**src/sv/longest_repeated_substring_assert.svh**
```systemverilog
// assertion helpers used by lrs_back
`ifndef LONGEST_REPEATED_SUBSTRING_ASSERT_SVH
`define LONGEST_REPEATED_SUBSTRING_ASSERT_SVH

// same-cycle implication, off during reset
`define LRS_ASSERT_IMPL(lbl, ante, cons, msg) \
   lbl: assert property (@(posedge clock) disable iff (reset) (ante) |-> (cons)) \
      else $error(msg);

// next-cycle implication, off during reset
`define LRS_ASSERT_NEXT(lbl, ante, cons, msg) \
   lbl: assert property (@(posedge clock) disable iff (reset) (ante) |=> (cons)) \
      else $error(msg);

`endif

```
**src/sv/lrs_ram.sv**
```systemverilog
`default_nettype none
module lrs_ram #(
   parameter int WIDTH = 8,
   parameter int DEPTH = 256
) (
   input  wire logic                     clock,
   input  wire logic                     wr_en,
   input  wire logic [$clog2(DEPTH)-1:0] wr_addr,
   input  wire logic [WIDTH-1:0]         wr_data,
   input  wire logic [$clog2(DEPTH)-1:0] rd_addr,
   output      logic [WIDTH-1:0]         rd_data
);
   logic [WIDTH-1:0] mem_ff [DEPTH];

   always_ff @(posedge clock) begin
      if (wr_en) begin
         mem_ff[wr_addr] <= wr_data;
      end
      rd_data <= mem_ff[rd_addr];
   end
endmodule
`default_nettype wire

```
**config.mk**
```make
export PLATFORM = sky130hd
export DESIGN_NAME = lrs_ram
export DESIGN_NICKNAME = d
export VERILOG_FILES = /design/src/sv/longest_repeated_substring_assert.svh /design/src/sv/lrs_ram.sv
export SDC_FILE = /design/constraint.sdc
export NUM_CORES = 2
export LEC_CHECK = 0
export BUFFER_PORTS_ARGS = -buffer_cell sky130_fd_sc_hd__buf_4
export CORE_MARGIN = 2
export CORE_UTILIZATION = 40
export DETAILED_ROUTE_END_ITERATION = 8
export PLACE_DENSITY = 0.58
export SLEW_MARGIN = 20
export SYNTH_ARGS = -nofsm -noshare
export SYNTH_HDL_FRONTEND = slang
export SYNTH_SLANG_ARGS = --single-unit
```
**constraint.sdc**
```tcl
create_clock -name clock -period 2.25 [get_ports clock]
set_clock_uncertainty 0.05 [all_clocks]
set_input_delay 0.45 -clock clock [delete_from_list [all_inputs] [get_ports clock]]
set_output_delay 0.45 -clock clock [all_outputs]
set_load 0.1 [all_outputs]
```
==> results.cfg <==
[logic_synthesis]
synth_cell_types = 55
netlist_top_cells_area = edfxtp_1, mux4_2, mux2i_1, nor2_1, a22oi_1
synthCells = 3733
synthArstFlopShare_pct = 0
synth_edf_count = 2048
synth_seq_cells = 2056
ys_seq_area_share_pct = 77.5
synthTopCellsByCount = edfxtp_1, mux4_2, nor2_1
synth_most_common_cell = edfxtp_1
synth_fp_nets = 3759
ys_warn_count = 0
syn_avg_cell_area_um2 = 21.3
synth_top_area_cell = edfxtp_1
syn-cell-area_mm2 = 0.0796
netlist.area_leader.share_pct = 77.3
ys.flop_type = edfxtp_1

[cts]
cts_root_buf = clkbuf_16
cts.clk_slew.worst_paths_ns = 0.06
htreeDepth = 4
worstSkewPairLatency_ns = 0.86
clockBufferDepth = 3
cts_tree = built
cts_inserted_buffers = 202
clock-sinks = 2056

[worst_setup_path]
r2r_setup_slack_ns = -0.23
path_class = flip-flop to flip-flop
end_kind = flip-flop
startpoint_type = flip-flop
cp_data_arrival_time_ns = 3.13
cp.required_ns = 2.90
cp_max_fo = 1

[floorplan]
die_w_um = 450
die_area_mm2 = 0.202
design.core.area_mm2 = 0.197
io_pins = 34
fp.dieH_um = 450
rows = 163
start_util_pct = 40.3

[sta]
rsz0062_at_grt = true
final_hold_viol_count = 0
setup_ws_ns = -0.231
finalSetupViolCount = 8
period_share_pct = 110
final.min_clock_period_ns = 2.48
report.final.slew_viol_count = 0
whs_ns = 0.0576
max_freq_mhz = 403
worstMarginPinSlew_ns = 0.863
slew_headroom_pct = 42.4

[place]
dpl.cell_count = 6966
dp_hpwl_um = 142000
portBuffers = 33
placed_cell_area_mm2 = 0.0893
place_ws_ns = -1.48
gp_congestion = 0.879

[layout]
fin_area_mm2 = 0.0965
fill_cells = 16200
nets = 4570
fin_cells = 7353
drive_gt1_share_pct = 35.4
areaGrowthSynthToFinish_pct = 21.4

[routing]
ant_nets = 0
wl_per_cell_um = 29.1
drcViolationCount = 0
vias = 41300
wirelength_um = 214000
viasPerCell = 5.62
drt_iter0_drc = 5058
dr.pass1.iters = 5

[power_and_ir_drop]
peakVddDrop_uv = 583
power.density_mw_per_mm2 = 838
leakage_nw = 31.4

[status]
violations = setup timing
status = finished with violations

[global_routing]
grt-ovfl-total = 0
grt_pass1_vias = 41700
grtUsageTotal_pct = 21.0
grt_max_degree = 88
antenna_found_initial = 9
grt_pass1_wl_um = 305000

[flow_run]
max_cap_viol_count = 0

[hold_path]
hp-class = primary input to flip-flop
-- repair_timing --
action / 4_1_cts / 5_1_grt
setup buffers: 0 / 9
cloned: 0 / 2
hold buffers: 5 / 0
hold endpoints to repair: 146 / 0
gates resized for setup: 80 / 22
pin swaps: 30 / 9
setup endpoints to repair: 16 / 9
-- cells in the final DEF, fill, tap and decap left out, types with 8 or more instances in the layout --
| cell | instances |
|---|---|
| o221ai_1 | 43 |
| mux4_2 | 455 |
| clkbuf_16 | 205 |
| buf_12 | 114 |
| clkinv_1 | 61 |
| buf_6 | 8 |
| a21oi_1 | 93 |
| nor2b_1 | 26 |
| edfxtp_1 | 2048 |
| clkinv_2 | 30 |
| clkbuf_1 | 35 |
| nand3_1 | 31 |
| mux2i_1 | 134 |
| buf_4 | 697 |
| nor4_1 | 9 |
| a22oi_1 | 126 |
| a211oi_2 | 8 |
| bufinv_16 | 19 |
| nor4_2 | 11 |
| a211oi_1 | 8 |
| o22ai_1 | 28 |
| nand2_1 | 33 |
| nand4_1 | 10 |
| nor2_2 | 10 |
| nand2b_1 | 8 |
| buf_8 | 9 |
| o211ai_1 | 10 |
| o21ai_0 | 10 |
| nor3_1 | 15 |
| nor2_1 | 265 |
-- flip-flops by register name (all words and copies together), names as in the netlist --
signal,cells
mem_ff,2048
rd_data,8
-- path summary, 6_finish.rpt --
path                 startpoint            end  cells past startpoint
setup reg to reg  mem_ff[66][4]     rd_data[4]                      6
setup / recovery  mem_ff[66][4]     rd_data[4]                      6
hold / removal       wr_data[7]  mem_ff[70][7]                      1
hold reg to reg   mem_ff[55][7]     rd_data[7]                      6
-- metrics by stage --
step           total power [mW]  util [%]  TNS (ns)
2_1_floorplan              45.4         -    -45.30
3_3_place_gp               48.0      45.2    -10.04
3_5_place_dp               48.1      45.2     -9.73
4_1_cts                    81.4      48.8    -0.550
5_1_grt                    83.1      48.9    -0.749
6_report                   80.9      48.9    -0.477
-- cells by family (layout without fill, tap and decap cells) --
family,count (synthesis),count (layout),share of synthesized area [%]
DFF,2056,2056,77.5
muxes,591,591,14.6
and+or+nand+nor,466,466,2.63
AOI/OAI and AO/OA,385,385,3.42
buffers and inverters,235,1212,1.83
other,0,3,0
-- final cells by class --
class | instances | area [um2] | share of cell area [%]
Timing Repair Buffer | 840 | 7960 | 8.25
Antenna cell | 3 | 7.51 | 0.00778
Sequential cell | 2056 | 61700 | 63.9
Clock buffer | 243 | 5280 | 5.47
Multi-Input combinational cell | 1442 | 17100 | 17.7
Inverter | 2 | 7.51 | 0.00778
Tap cell | 2640 | 3300 | 3.42
Clock inverter | 127 | 1260 | 1.31
-- per-layer routing --
layer | routed length, um | global-route usage (%) | vias to the layer above
li1 | - | - | 17400
met5 | 10 | 0 | -
met3 | 17900 | 4.41 | 307
met4 | 7120 | 6.83 | 2
met2 | 101000 | 32.7 | 1683
met1 | 88600 | 29.6 | 22000
-- critical path, cell delays in order (launching register included) --
cell	delay [ns]
edfxtp_1	0.36
mux4_2	0.50
mux4_2	0.56
nor2b_4	0.17
nor4_4	0.46
buf_4	0.21
nor4_2	0.03
-- power by group --
part | internal (mW) | leakage, nW | switching [mW]
combinational | 2.06 | 9.74 | 3.08
sequential | 42.2 | 18.5 | 0.112
clock | 18.9 | 3.18 | 14.5
Power figures use the tool's default switching activity.
