--- config.mk ---
export PLATFORM = sky130hd
export DESIGN_NAME = lrs_front
export DESIGN_NICKNAME = d
export VERILOG_FILES = /design/src/sv/longest_repeated_substring_assert.svh /design/src/sv/lrs_pkg.sv /design/src/sv/lrs_front.sv
export SDC_FILE = /design/constraint.sdc
export NUM_CORES = 1
export LEC_CHECK = 0
export BUFFER_PORTS_ARGS = -buffer_cell sky130_fd_sc_hd__buf_2
export CORE_ASPECT_RATIO = 1.2
export CORE_MARGIN = 2
export CORE_UTILIZATION = 37
export CTS_CLUSTER_DIAMETER = 60
export CTS_CLUSTER_SIZE = 8
export DETAILED_ROUTE_END_ITERATION = 7
export GPL_TIMING_DRIVEN = 0
export PLACE_DENSITY_LB_ADDON = 0.15
export SYNTH_ARGS = -nofsm -noshare
export SYNTH_HDL_FRONTEND = slang
export SYNTH_SLANG_ARGS = --single-unit
--- constraint.sdc ---
create_clock -name clock -period 4.3 [get_ports clock]
set_clock_uncertainty 0.1 [all_clocks]
set_input_delay 0.43 -clock clock [delete_from_list [all_inputs] [get_ports clock]]
set_output_delay 0.43 -clock clock [all_outputs]
set_load 0.02 [all_outputs]
--- src/sv/longest_repeated_substring_assert.svh ---
// assertion helpers used by lrs_back
`ifndef LONGEST_REPEATED_SUBSTRING_ASSERT_SVH
`define LONGEST_REPEATED_SUBSTRING_ASSERT_SVH

// same-cycle implication, off during reset
`define LRS_ASSERT_IMPL(lbl, ante, cons, msg) \
   lbl: assert property (@(posedge clock) disable iff (reset) (ante) |-> (cons)) \
      else $error(msg);

// next-cycle implication, off during reset
`define LRS_ASSERT_NEXT(lbl, ante, cons, msg) \
   lbl: assert property (@(posedge clock) disable iff (reset) (ante) |=> (cons)) \
      else $error(msg);

`endif

--- src/sv/lrs_pkg.sv ---
`default_nettype none
package lrs_pkg;
   localparam int MAX_LEN_DEF = 256;

   typedef struct packed {
      logic [7:0] char_byte;
      logic       is_last;
   } req_type;

   typedef struct packed {
      logic       found;
      logic [7:0] match_length;
      logic [7:0] match_position;
      logic       overflow;
   } rsp_type;

   // front to back: pending string
   typedef struct packed {
      logic valid;
      logic overflow;
   } job_ctl_type;

   // back to front
   typedef struct packed {
      logic busy;
      logic pop;
   } back_ctl_type;
endpackage
`default_nettype wire

--- src/sv/lrs_front.sv ---
`default_nettype none
module lrs_front #(
   parameter int MAX_LEN = lrs_pkg::MAX_LEN_DEF
) (
   input  wire logic                           clock,
   input  wire logic                           reset,
   input  wire logic                           req_valid,
   output      logic                           req_ready,
   input  wire lrs_pkg::req_type               req_data,
   input  wire lrs_pkg::back_ctl_type          bctl,
   output      lrs_pkg::job_ctl_type           job,
   output      logic [$clog2(MAX_LEN+1)-1:0]   job_len,
   output      logic                           wr_en,
   output      logic [$clog2(MAX_LEN)-1:0]     wr_addr,
   output      logic [7:0]                     wr_data
);
   import lrs_pkg::*;
   localparam int CW = $clog2(MAX_LEN + 1);
   localparam int AW = $clog2(MAX_LEN);

   logic [CW-1:0] count_ff, count_in, len_ff, len_in;
   logic          ovf_ff, ovf_in;
   job_ctl_type   job_ff, job_in;
   logic          take, room;

   assign req_ready = !job_ff.valid && !bctl.busy;
   assign take      = req_valid && req_ready;
   assign room      = count_ff < CW'(MAX_LEN);
   assign wr_en     = take && room;
   assign wr_addr   = count_ff[AW-1:0];
   assign wr_data   = req_data.char_byte;
   assign job       = job_ff;
   assign job_len   = len_ff;

   always_comb begin
      count_in = count_ff;
      ovf_in   = ovf_ff;
      job_in   = job_ff;
      len_in   = len_ff;
      if (bctl.pop) begin
         job_in.valid = 1'b0;
      end
      if (take) begin
         if (room) begin
            count_in = count_ff + CW'(1);
         end else begin
            ovf_in = 1'b1;
         end
         if (req_data.is_last) begin
            job_in.valid    = 1'b1;
            job_in.overflow = ovf_in;
            len_in          = count_in;
            count_in        = '0;
            ovf_in          = 1'b0;
         end
      end
   end

   always_ff @(posedge clock) begin
      if (reset) begin
         count_ff <= '0;
         ovf_ff   <= 1'b0;
         job_ff   <= '0;
      end else begin
         count_ff <= count_in;
         ovf_ff   <= ovf_in;
         job_ff   <= job_in;
      end
      len_ff <= len_in;
   end
endmodule
`default_nettype wire

==> out/qor.txt, run 1 <==
period utilization: 0.505
total clock sinks: 21
die height: 63.1 um
initial antenna violation count: 0
r2r setup slk: 2.31 ns
critical path capture point type: output port
Total Routing Usage GR: 0.142
Final setup viols: 0
post-DP HPWL: 1580 um
Vias per Instance: 4.90
Clk pin slew, worst setup/hold paths: 0.12 ns
H-tree Lvls: 1
worst reg2reg path startpoint: job[1]
Synth Area in Simple Gates: 0.203
final WL: 2160 um
Reg-to-Reg End: job_len[2]
Post-Syn Instances: 111
status: finished, final reports clean
Yosys Warn Count: 0
Crit Path Max Fanout: 8
clk_lat worst skew: 0.30 ns
Critical Path RT: 3.77 ns
# rows: 21
Compound-Gate Fraction of Synth Area: 0.0964
CTS buffer count: 3
# port buffers: 33
post-CTS setup buffer count: 0
first-pass GRT wire length: 3550 um
Avg Inst Size Synth: 9.71 um^2
Synth Cell Area: 1080 um^2
synthesized-area fraction occupied by adder cells: 0.0116
Reg area: 510 um^2
Setup TNS: 0 ns
Multi-input gate area: 408 um^2
first-pass iteration count of the detailed router: 4
setup ws final: 2.13 ns
Arrival @ worst endpoint: 1.64 ns
RSZ-0062 raised after global routing: no
top post-synthesis cells by area: edfxtp_1 25%, dfxtp_1 22%, buf_4 11%, a21oi_1 4.2%, xnor2_1 4.1%
cts hold-fix bufs: 0
Seq/Total Area, Yosys: 0.474
die width: 53.3 um
Max Cap Viol: 0
Slew headroom: 0.543
# DRC: 0
Core ar.: 2790 um^2
post-synthesis net count: 126
Hold Violations, Final: 0
Synth top area share: 0.251
Starting Density: 0.387
largest net degree at the start of global routing: 13
Max Buffers Root-to-Sink: 2
CP Depth: 4
I/O pin count: 43
clock root cell: clkbuf_4
post-route minimum period: 2.17 ns
cts repair resizes: 0
pre-CTS WS: 2.06 ns
register bit total from synthesis: 21
worst vdd ir: 0.136 mV
worst-margin pin slew: 0.684 ns
Hold Path Depth: 2
GP Congestion: 0.791
largest family of logic cells by synthesized area: simple AND/OR/NAND/NOR gates
worst hold endpoint: ovf_ff
Remaining Overflow, GRT: 0
Yosys top cell by area: edfxtp_1
maximum clock rate: 0.461 GHz
Non-Filler Instances: 182
Min-Delay Path Class: input port to flip-flop
max-slew violation count: 0
Worst Reg2Reg Path Length in Cells: 3
Unique masters post-synth: 31
mux cell area share after synthesis: 0.0105
min-delay src: reset
wire length per cell: 11.9 um
critical path cell sequence: or3b_2, clkbuf_1, nor2_1, buf_2
CP Launch Type: flip-flop
die footprint: 3360 um^2
drt initial violations: 19
DRT antenna net count: 0
vias in the first global route: 825
ant diodes: 0
Area Growth Syn to Fin: 21.7%
layout cell share with drive strength beyond 1: 0.392
CTS tree: done
via count: 891
CP bufs+invs: 2
XOR/XNOR Fraction of Synth Area: 0.0569
Pleak: 0.000583 uW
Filler cells: 311
Final nets: 164
critical path class: flip-flop to output port
critical path's top delay family: simple AND/OR/NAND/NOR gates
CP max stage delay: 0.45 ns
Worst path slowest cell: or3b_2
PD cells: 269 nW/um^2
placed cell count: 178
[metal layers]
layer	GRT usage	vias up	share of wire
met5	0	-	0
met1	0.158	401	0.42
li1	-	449	-
met2	0.248	37	0.50
met4	0.0737	0	0.015
met3	0.0213	4	0.066
[layout by cell type, fill, tap and decap left out, drive strengths merged, types with 2 or more instances in the layout]
cell type	instances
a21oi	9
a31oi	3
buf	50
clkbuf	9
dfxtp	12
edfxtp	9
inv	2
nand2	6
nand2b	2
nand3	2
nor2	8
nor3	6
nor3b	2
o21ai	5
or3	3
or3b	2
xnor2	5
xor2	2
[power by group]
part / leakage [uW] / switching [uW] / total (uW) / internal [uW]
Combinational: 0.000390 / 25.5 / 43.5 / 18.0
Sequential: 0.000178 / 1.94 / 212 / 211
Clock: 0.0000150 / 60.2 / 96.3 / 36.2
[stage by stage]
step                      utilization  hold WS (ns)  power (uW)  area (um^2)
after CTS                       0.471         0.193         357         1310
final                           0.471         0.203         352         1310
after global placement          0.461         0.384         261         1280
after detailed placement        0.461         0.394         261         1280
after global routing            0.471         0.203         367         1310
after floorplan                     -         0.367         247         1080
[state kept, by name, summed over array words and instances, names as in the netlist]
signal / cells
count_ff: 9
job_len: 9
job: 2
ovf_ff: 1
[final cells by class]
class                      count  area share
tap                           34      0.0324
inverter                       2     0.00573
timing repair buffer          33       0.126
buffer                        22       0.115
sequential                    21       0.389
multi-input combinational     66       0.311
clock buffer                   4      0.0200
[synthesized netlist by cell type (all sizes together)]
cell / n
buf: 17
dfxtp: 12
a21oi: 9
edfxtp: 9
nor2: 8
nand2: 6
nor3: 6
clkbuf: 5
o21ai: 5
xnor2: 5
a31oi: 3
or3: 3
inv: 2
nand2b: 2
nand3: 2
nor3b: 2
or3b: 2
xor2: 2
a21o: 1
a22oi: 1
and2b: 1
and3: 1
and4: 1
and4b: 1
ha: 1
mux2: 1
nand3b: 1
nand4b: 1
or4b: 1
[logic make-up after synthesis]
family / count (synthesis)
fa+ha+maj: 1
buf+inv: 24
flops: 21
mux: 1
simple gates: 38
xor+xnor: 7
compound gates: 19
[how the worst max path moves through the flow]
stage / start / to / slack (ns)
after detailed placement: bctl[1] / job_len[5] / 2.06
after global routing: job[1] / wr_en / 2.03
after CTS: job[1] / wr_en / 2.11
final: job[1] / wr_en / 2.13
after global placement: bctl[1] / job_len[5] / 2.05
after floorplan: bctl[1] / wr_en / 2.43
(Power assumes the default switching activity.)
==> run 2: changes to the inputs <==
--- a/config.mk
+++ b/config.mk
@@ -5,6 +5,7 @@
 export SDC_FILE = /design/constraint.sdc
 export NUM_CORES = 1
 export LEC_CHECK = 0
+export ABC_AREA = 1
 export BUFFER_PORTS_ARGS = -buffer_cell sky130_fd_sc_hd__buf_2
 export CORE_ASPECT_RATIO = 1.2
 export CORE_MARGIN = 2
==> constraint.sdc (replaced) <==
create_clock -name clock -period 1.9 [get_ports clock]
set_clock_uncertainty 0.1 [all_clocks]
set_input_delay 0.19 -clock clock [delete_from_list [all_inputs] [get_ports clock]]
set_output_delay 0.19 -clock clock [all_outputs]
set_load 0.02 [all_outputs]
==> run 2 against run 1 <==
Net effect: cell count up 7.7%; die area up 4.0%; sequential power up 130%; largest cell class unchanged; utilization up 0.76 points; synthesized cell count up 13%; sequential share of layout area down 1.3 points; routed wire length down 1.9%; clock power up 120%; setup slack worse by 1.9 ns; register-to-register slack worse by 2.0 ns; critical endpoint unchanged; count of clock-buffer cells in the layout unchanged.
==> out/qor.txt, run 2 <==
status: finished, final reports clean
Post-Syn Instances: 125 (+13%)
sequential power share: 0.605 (+0.002)
clock root cell: clkbuf_4
vias in the first global route: 864 (+4.7%)
Slew headroom: 0.602 (+0.0591)
Min-Delay Path Class: input port to flip-flop
die width: 54.3 um (+2.0%)
Clk pin slew, worst setup/hold paths: 0.11 ns (about the same)
RSZ-0062 raised after global routing: no
Starting Density: 0.396 (+0.00915)
max-slew violation count: 0 (unchanged)
Synth top area share: 0.241 (-0.0103)
Core ar.: 2840 um^2 (+1.9%)
Final nets: 178 (+8.5%)
# DRC: 0 (unchanged)
layout cell share with drive strength beyond 1: 0.469 (+0.0772)
initial antenna violation count: 0 (unchanged)
Worst path slowest cell: dfxtp_1
top-count cell post-synth: nand2_1
Yosys top cell by area: edfxtp_1
largest net degree at the start of global routing: 13 (unchanged)
post-CTS setup buffer count: 0 (unchanged)
Layout Utilization: 0.478 (+0.00760)
via count: 911 (+2.2%)
Filler cells: 289 (-7.1%)
H-tree Lvls: 1 (unchanged)
Synth Cell Area: 1120 um^2 (+4.3%)
wire length per cell: 10.8 um (-8.9%)
Seq/Total Area, Yosys: 0.454 (-0.0195)
FFs w/ async S/R, synth: 0 (unchanged)
Vias per Instance: 4.65 (-5.1%)
worst vdd ir: 0.275 mV (+100%)
commonest non-fill, non-tap cell in the layout: buf_2
Final setup viols: 0 (unchanged)
post-DP HPWL: 1610 um (+1.8%)
# rows: 21 (unchanged)
CP Launch Type: flip-flop
Remaining Overflow, GRT: 0 (unchanged)
final WL: 2120 um (-1.9%)
CTS buffer count: 3 (unchanged)
Main synth FF type: dfxtp_1
first-pass GRT wire length: 3730 um (+5.1%)
total clock sinks: 21 (unchanged)
pre-CTS WS: 0.327 ns (-1.73 ns)
CTS tree: done
critical path capture point type: output port
# port buffers: 33 (unchanged)
combinational share of power: 0.128 (+0.005)
worst-margin pin slew: 0.596 ns (-0.0878 ns)
Post-DP Area: 1330 um^2 (+3.6%)
DRT antenna net count: 0 (unchanged)
Max Cap Viol: 0 (unchanged)
cts repair resizes: 0 (unchanged)
clk_lat worst skew: 0.30 ns (about the same)
Clk pwr share: 0.267 (-0.006)
Crit Path Max Fanout: 10 (+2)
Unique masters post-synth: 26 (-16%)
Design Area, Final: 1360 um^2 (+3.5%)
Arrival @ worst endpoint: 1.34 ns (-0.30 ns)
register bit total from synthesis: 21 (unchanged)
Setup TNS: 0 ns (unchanged)
critical path class: flip-flop to output port
first-pass iteration count of the detailed router: 4 (unchanged)
critical path cell sequence: nor2_4, nand2_2, buf_4, nor2_1, buf_2
Int Pwr: 599 uW (+130%)
post-synthesis net count: 140 (+11%)
Switching Share: 0.249 (+0.000611)
worst reg2reg path startpoint: count_ff[1]
post-route minimum period: 1.63 ns
cts hold-fix bufs: 0 (unchanged)
Max Buffers Root-to-Sink: 2 (unchanged)
Total Routing Usage GR: 0.142 (+0.000294)
Post-synth top cells: 24 x nand2_1, 18 x buf_4, 12 x dfxtp_1, 11 x inv_1, 9 x edfxtp_1
CP max stage delay: 0.36 ns (-0.09 ns)
most frequent cells in the layout: 33 x buf_2, 24 x nand2_1, 18 x buf_4
crit path launch: job[1]
Hold Violations, Final: 0 (unchanged)
GP Congestion: 0.824 (+4.2%)
Pleak: 0.000631 uW (+8.2%)
drt initial violations: 21 (+2)
setup ws final: 0.274 ns (-1.86 ns)
top post-synthesis cells by area: edfxtp_1 24%, dfxtp_1 21%, buf_4 12%, nand2_1 8.0%, nand2_2 4.5%
Critical Path RT: 1.61 ns (-2.16 ns)
ant diodes: 0 (unchanged)
die height: 64.4 um (+2.0%)
number of flops mapped to enable cells by yosys: 9 (unchanged)
maximum clock rate: 0.615 GHz
sw power: 199 uW (+130%)
Area Growth Syn to Fin: 20.8%
PD cells: 587 nW/um^2 (+120%)
period utilization: 0.856
Yosys Warn Count: 0 (unchanged)
min-delay src: bctl[0]
die footprint: 3500 um^2 (+4.0%)
total power: 797 uW (+130%)
I/O pin count: 43 (unchanged)
Avg Inst Size Synth: 8.99 um^2 (-7.4%)
==> run 2: changes by cell type after synthesis, moves of 3 or more <==
cell      delta
nor3_1       -6
a21oi_2      +3
xnor2_1      -4
a21oi_1      -5
nor2_1       -3
nand3_1      +4
nand2_1     +18
nor2_2       +3
nand2_2      +8
o21ai_0      -3
inv_1        +9
or3_1        -3
clkbuf_1     -4
==> run 2: kinds of logic after synthesis <==
family | after synthesis | synth area share
buffers and inverters | 31 | 0.166
XOR/XNOR | 1 | 0.00780
flip-flops | 21 | 0.454
AND/OR/NAND/NOR | 57 | 0.281
AO/OA/AOI/OAI | 14 | 0.0802
adder cells (fa/ha/maj) | 1 | 0.0111
==> run 2: metal layers <==
metal / global-route usage / wire, um / vias up
met4: 0.0563 / 34 / 0
li1: - / - / 462
met1: 0.182 / 897 / 407
met3: 0.0234 / 159 / 5
met5: 0 / 0 / -
met2: 0.230 / 1030 / 37
==> run 2: critical path: cells and delay by family, from the launching register on <==
| kind | cells | cell delay, ns |
|---|---|---|
| buf+inv | 2 | 0.37 |
| flops | 1 | 0.36 |
| simple gates | 3 | 0.31 |
==> run 2: area by class of cell <==
class / instances / area, um^2 / share of cell area
Buffer: 18 / 135 / 0.0995
Clock buffer: 4 / 26.3 / 0.0194
Inverter: 13 / 51.3 / 0.0378
Multi-Input combinational cell: 73 / 427 / 0.314
Sequential cell: 21 / 510 / 0.376
Tap cell: 34 / 42.5 / 0.0313
Timing Repair Buffer: 33 / 165 / 0.122
==> run 2: power groups by stage <==
| stage | Sequential [uW] | Combinational, uW | Clock, uW |
|---|---|---|---|
| finish | 482 | 102 | 213 |
| global placement | 492 | 103 | 0 |
| detailed placement | 493 | 103 | 0 |
| floorplan | 502 | 61.0 | 0 |
| CTS | 482 | 103 | 217 |
| global route | 484 | 110 | 245 |
==> run 2: final timing paths <==
kind | slack (ns) | to | cells past startpoint
max | 0.27 | wr_en | 5
max reg2reg | 0.30 | job_len[6] | 5
min | 0.04 | job[1] | 4
min reg2reg | 0.37 | ovf_ff | 2
==> run 2: stage by stage <==
step                      std cells  hold WS, ns
after floorplan                 125        0.252
after global placement          192        0.343
after detailed placement        192        0.353
after CTS                       196       0.0313
after global routing            196       0.0292
final                           196       0.0354
==> run 3: changes to the inputs <==
==> constraint.sdc (replaced) <==
create_clock -name clock -period 1.64 [get_ports clock]
set_clock_uncertainty 0.1 [all_clocks]
set_input_delay 0.082 -clock clock [delete_from_list [all_inputs] [get_ports clock]]
set_output_delay 0.082 -clock clock [all_outputs]
set_load 0.02 [all_outputs]
==> run 3 against run 2 <==
Net effect: sequential share of layout area is 1.2 points lower; total power is 17% higher; routed wire length is 0.94% higher; highest routed layer unchanged; count of clock-buffer cells in the layout stayed put; clock power is 15% higher; non-clock buffer count is 4 higher; critical path depth stayed put; sequential cell count stayed put; hold slack worse by 0.0058 ns; cell count is 2.0% higher; first-iteration DRC count is 4.8% lower.
==> out/qor.txt, run 3 (synthesis results as in run 2) <==
status: finished, final reports clean
Arrival @ worst endpoint: 1.33 ns (about the same)
via count: 940 (+3.2%)
post-route minimum period: 1.51 ns
largest net degree at the start of global routing: 13 (unchanged)
Vias per Instance: 4.70 (+1.1%)
Critical Path RT: 1.46 ns (-0.15 ns)
GP Congestion: 0.824 (unchanged)
CTS tree: done
PD cells: 659 nW/um^2 (+12%)
period utilization: 0.920
Slew headroom: 0.769 (+0.166)
first-pass iteration count of the detailed router: 4 (unchanged)
total clock sinks: 21 (unchanged)
placed cell count: 192 (unchanged)
I/O pin count: 43 (unchanged)
met3 GRT Util: 0.0210 (-0.00234)
CTS buffer count: 3 (unchanged)
Core ar.: 2840 um^2 (unchanged)
ant diodes: 0 (unchanged)
initial antenna violation count: 0 (unchanged)
Filler cells: 290 (+0.35%)
worst-margin pin slew: 0.346 ns (-0.250 ns)
drt initial violations: 20 (-4.8%)
Hold Violations, Final: 0 (unchanged)
Min-Delay Path Class: input port to flip-flop
# port buffers: 33 (unchanged)
commonest non-fill, non-tap cell in the layout: buf_2
DRT antenna net count: 0 (unchanged)
die height: 64.4 um (unchanged)
# rows: 21 (unchanged)
RSZ-0062 raised after global routing: no
clk_lat worst skew: 0.30 ns (about the same)
grt peak-use layer: met2
die width: 54.3 um (unchanged)
vias in the first global route: 879 (+1.7%)
maximum clock rate: 0.663 GHz
final WL: 2140 um (+0.94%)
critical path capture point type: output port
Final nets: 182 (+2.2%)
Starting Density: 0.396 (unchanged)
CP Launch Type: flip-flop
Remaining Overflow, GRT: 0 (unchanged)
first-pass GRT wire length: 3770 um (+1.3%)
# DRC: 0 (unchanged)
Pleak: 0.000651 uW (+3.2%)
Max Buffers Root-to-Sink: 2 (unchanged)
die footprint: 3500 um^2 (unchanged)
critical path class: flip-flop to output port
wire length per cell: 10.7 um (-1.1%)
max-slew violation count: 0 (unchanged)
layout cell share with drive strength beyond 1: 0.470 (+0.000744)
worst vdd ir: 0.320 mV (+17%)
met2 Usage GRT: 0.236 (+0.00602)
post-DP HPWL: 1610 um (unchanged)
post-CTS setup buffer count: 0 (unchanged)
Multi-input gate area: 437 um^2 (+2.3%)
met1 GRT Util: 0.183 (+0.00147)
clock root cell: clkbuf_4
H-tree Lvls: 1 (unchanged)
Crit Path Max Fanout: 10 (unchanged)
Area Growth Syn to Fin: 25.5%
Total Routing Usage GR: 0.144 (+0.00186)
Final setup viols: 0 (unchanged)
most frequent cells in the layout: 33 x buf_2, 24 x nand2_1, 18 x buf_4
Clk pin slew, worst setup/hold paths: 0.11 ns (about the same)
Max Cap Viol: 0 (unchanged)
Setup TNS: 0 ns (unchanged)
Reg area: 513 um^2 (+0.49%)
Non-Filler Instances: 200 (+2.0%)
## run 3: cell count changes in the layout (fill, tap and decap cells not counted)
cell	previous run	this run
dlygate4sd3_1	0	4
dfxtp_1	12	10
dfxtp_2	0	2
nand2_2	8	7
nand2_4	2	3
nor2_2	3	2
nor2_4	2	3
## run 3: path summary, 6_finish.rpt
path                                  start          end  slack [ns]  depth (start not counted)
worst max-delay path                 job[1]        wr_en        0.13                          5
worst min-delay path            req_data[0]  count_ff[7]        0.03                          4
worst max register to register  count_ff[8]       ovf_ff        0.13                          3
worst min register to register       ovf_ff       ovf_ff        0.37                          2
## run 3: per-layer routing
metal | routed length (um) | vias up
met4 | 34 | 0
met2 | 1040 | 37
met5 | 0 | -
met3 | 158 | 5
li1 | - | 470
met1 | 904 | 428
## run 3: timing repair
item	in CTS	in global routing
gates resized for setup	0	4
setup endpoints to repair	0	12
endpoints found under the hold margin	10	0
hold buffers	4	0
## run 3: layout make-up
cell class / count / area share
Sequential cell: 21 / 0.364
Multi-Input combinational cell: 73 / 0.310
Timing Repair Buffer: 37 / 0.146
Buffer: 18 / 0.0958
Inverter: 13 / 0.0364
Tap cell: 34 / 0.0302
Clock buffer: 4 / 0.0186
## run 3: critical path, cell delays in order, from the launching register on
cell and delay [ns]:
dfxtp_1 0.36, nor2_4 0.13, nand2_4 0.10, buf_4 0.19, nor2_1 0.09, buf_2 0.17
## run 3: per-stage QoR
step	hold slack [ns]	util	instance area (um^2)	worst slack, ns	power (uW)
after floorplan	0.102	-	1120	0.113	653
after global placement	0.242	0.469	1330	0.0677	690
final	0.0296	0.497	1410	0.131	929
after detailed placement	0.246	0.469	1330	0.0671	690
after global routing	0.0386	0.497	1410	0.0171	983
after CTS	0.0318	0.493	1400	0.0539	935
## run 3: report_power, final
group	switching, uW	internal (uW)	total, uW
clock	149	94.7	244
combinational	75.2	51.2	126
sequential	5.63	553	559
